<file path="src/design/ecf_ram.sv">
`timescale 1ns / 1ps
module ecf_ram #(
	parameter int W = 6,
	parameter int DEPTH = 64,
	localparam int AW = $clog2(DEPTH)
) (
	input  logic          clk,
	input  logic          we,
	input  logic [AW-1:0] waddr,
	input  logic [W-1:0]  wdata,
	input  logic [AW-1:0] raddr,
	output logic [W-1:0]  rdata
);

	logic [W-1:0] mem [DEPTH];

	always_ff @(posedge clk) begin
		if (we) begin
			mem[waddr] <= wdata;
		end
		rdata <= mem[raddr];
	end

endmodule

</file>
<file path="config.mk">
export PLATFORM = sky130hd
export DESIGN_NAME = ecf_ram
export DESIGN_NICKNAME = d
export VERILOG_FILES = /design/src/design/ecf_ram.sv
export SDC_FILE = /design/constraint.sdc
export NUM_CORES = 1
export LEC_CHECK = 0
export ABC_AREA = 1
export BUFFER_PORTS_ARGS = -buffer_cell sky130_fd_sc_hd__buf_4
export CAP_MARGIN = 20
export CORE_AREA = 2 2 182 184
export DETAILED_ROUTE_END_ITERATION = 16
export DIE_AREA = 0 0 184 186
export GPL_TIMING_DRIVEN = 1
export PLACE_DENSITY = 0.65
export SYNTH_ARGS = -nofsm -noshare
export SYNTH_HDL_FRONTEND = slang
export SYNTH_SLANG_ARGS = --single-unit
</file>
<file path="constraint.sdc">
create_clock -name clk -period 4.6 [get_ports clk]
set_input_delay 1.15 -clock clk [delete_from_list [all_inputs] [get_ports clk]]
set_output_delay 1.15 -clock clk [all_outputs]
set_load 0.01 [all_outputs]
</file>
==> impl_metrics.toml <==
[status]
run_status = "completed"

[finish]
drive_gt1_share_pct = 6.98
seqCellArea_um2 = 11700
fin_area_um2 = 17600
areaGrowthSynthToFinish_pct = 10.4
final_nets = 1396
final_cell_count_no_fill = 1814
multiInputGateArea_um2 = 3800
fillCellCount = 2699

[critical_path]
worst-r2r-setup-slack_ns = 3.21
timing.critical_path.fanout_max = 45
crit_type = "in2reg"
ff2ff_path_depth = 8
worstReg2RegStart = "mem[34][2]"
cp-endpoint = "rdata[3]"
timing.critical_path.from = "raddr[1]"
cp_data_arrival_time_ns = 3.32
setup.worst_path.end_class = "flop"
ff_to_ff_end = "rdata[2]"
timing.critical_path.from_type = "input pin"
critical_path_required_time_ns = 5.01

[placed_design]
dpl_cell_area_um2 = 16400
place_inst = 1742
gp_congestion = 0.848
buffer_ports.inserted = 25
detailed_place_hpwl_um = 21600

[timing]
clock_skew_ns = 0.0154
hold_viol = 0
post-route-period-util_pct = 63.1
setup_viol = 0
layout_min_cycle_time_ns = 2.90
worstMarginPinSlew_ns = 0.968
grt_setup_unrepaired = "false"
timing.slew.headroom_pct = 35.5
achievable-frequency_ghz = 0.345
totalNegativeSetupSlack_ns = 0
report.final.slew_viol_count = 0

[synth]
synth.top_cells.by_area = "edfxtp_1 (72%), nand2_1 (11%), nand3_1 (10%), buf_2 (1.4%), nor2_1 (1.3%)"
synth_fp_nets = 1396
avgSynthCellArea_um2 = 11.6
yosys_register_bits = 390
synth_top_area_share_pct = 72.4
synth_area_um2 = 15900
syn-instance-count = 1376
synth_seq_area_share_pct = 73.1
synth_top_area_cell = "edfxtp_1"
synth.lib_cells_used.distinct = 14
yosysWarnings = 0

[routing]
met1Wirelength_um = 16700
detail_route.first_pass.iterations = 5
detail_route.iter0.violations = 1077
antenna_violating_nets_post_route = 0
dr.max_layer_used = "met4"
route.final.wire_length_um = 38600
vias_per_cell = 5.74
met3_wirelength_um = 3010
detailroute.via_count = 10419
routed_wire_length_per_instance_um = 21.3
drc = 0
met2_length_um = 18000

[floorplanning]
i_o_pin_total = 26
floorplan.die.height_um = 186
floorplan.initialDensity_pct = 49.5
floorplan.core_area_um2 = 32200
floorplan.die.width_um = 184
placement_rows = 66
dieArea_um2 = 34200

[global_route]
grt_pass1_vias = 10002
grt_antenna_before_repair = 1
grt_overflow_total = 0
largest_net_degree_at_the_start_of_global_routing = 193
groute.usage.overall_pct = 23.0
grt_first_pass_wirelength_um = 59000

[cts]
clk_path_buf_depth = 3
clock_tree_from_tritoncts = "yes"
ctsHoldBuffers = 0
clock-root-buffer = "clkbuf_16"
cts_sinks = 390
htree_levels = 2
clkTransAtPathRegs_ns = 0.06
worst_skew_pair.late_latency_ns = 0.54
cts_inserted_buffers = 40
cts_repair_resize_count = 0
cts.repair_timing.setup_buffer_count = 0

[power]
worst_ir_drop_vdd_mv = 0.230
pwr_density_cell_nw_per_um2 = 425
cell_leakage_power_nw = 6.30

[worst_hold_path]
worst_hold_path_type = "reg2reg"

[flow_run]
timing.max_cap.violations = 0
==> layout by cell type (no fill, tap or decap), types with 2 or more instances in the layout <==
cell,netlist,final
nor4_1,8,8
nand4_1,9,9
nand2_1,486,486
nand3_1,331,331
clkbuf_8,0,3
edfxtp_1,384,384
inv_1,10,10
clkinv_2,0,8
nor2_1,56,56
clkinv_1,0,10
dfxtp_1,6,6
clkbuf_16,0,41
buf_4,16,31
bufinv_16,0,2
clkbuf_1,15,7
buf_12,0,3
buf_2,43,6
==> cells in the mapped netlist <==
cell,number
nand2_1,486
edfxtp_1,384
nand3_1,331
nor2_1,56
buf_2,43
buf_4,16
clkbuf_1,15
inv_1,10
buf_1,9
nand4_1,9
nor4_1,8
dfxtp_1,6
inv_2,2
buf_6,1
==> worst min path at each step <==
stage,startpoint,to,cells after the start
after floorplan,mem[44][0],rdata[0],8
after global placement,mem[8][5],rdata[5],8
after detailed placement,mem[12][5],rdata[5],8
after CTS,mem[12][5],rdata[5],8
after global routing,raddr[5],rdata[5],3
final,mem[24][2],rdata[2],8
==> per-layer routing <==
metal | track usage [%] | vias to the layer above
met5 | 0 | -
met4 | 6.78 | 0
met3 | 4.25 | 76
met2 | 36.8 | 451
met1 | 32.4 | 5060
li1 | - | 4832
==> cells by family (layout without fill, tap and decap cells) <==
| kind of cell | Yosys count | count (layout) | share of synthesized area (%) |
|---|---|---|---|
| other | 0 | 1 | 0 |
| flip-flops | 390 | 390 | 73.1 |
| buffers and inverters | 96 | 125 | 3.02 |
| AND/OR/NAND/NOR | 890 | 890 | 23.8 |
==> state kept, by name (all words and copies together), names as in the netlist <==
name	flops
mem	384
rdata	6
==> per-stage QoR <==
step	utilization, %	setup WS [ns]	hold WS [ns]	total power, mW
2_1_floorplan	-	1.88	0.722	4.28
3_3_place_gp	50.6	1.23	0.804	4.47
3_5_place_dp	50.8	1.22	0.800	4.47
4_1_cts	54.6	1.77	0.820	7.51
5_1_grt	54.6	1.56	0.917	7.69
6_report	54.6	1.70	0.826	7.48
==> layout make-up <==
| type | count | area share, % |
|---|---|---|
| Clock inverter | 20 | 0.783 |
| Inverter | 12 | 0.270 |
| Timing Repair Buffer | 42 | 1.96 |
| Sequential cell | 390 | 66.3 |
| Tap cell | 408 | 2.90 |
| Antenna cell | 1 | 0.0142 |
| Multi-Input combinational cell | 890 | 21.6 |
| Clock buffer | 51 | 6.22 |
==> where the power goes <==
group          switching, mW  internal [mW]  leakage, nW
logic                  0.343          0.114         2.18
registers             0.0110           3.93         3.51
clock network           1.29           1.78        0.610
==> critical path, stage by stage <==
cell and delay [ns]:
buf_4 0.28, inv_2 0.62, buf_4 0.51, nand3_1 0.14, nand3_1 0.11, nand2_1 0.08, nand2_1 0.07, nand3_1 0.06
nand3_1 0.13, nand2_1 0.07
Power figures use the tool's default switching activity.
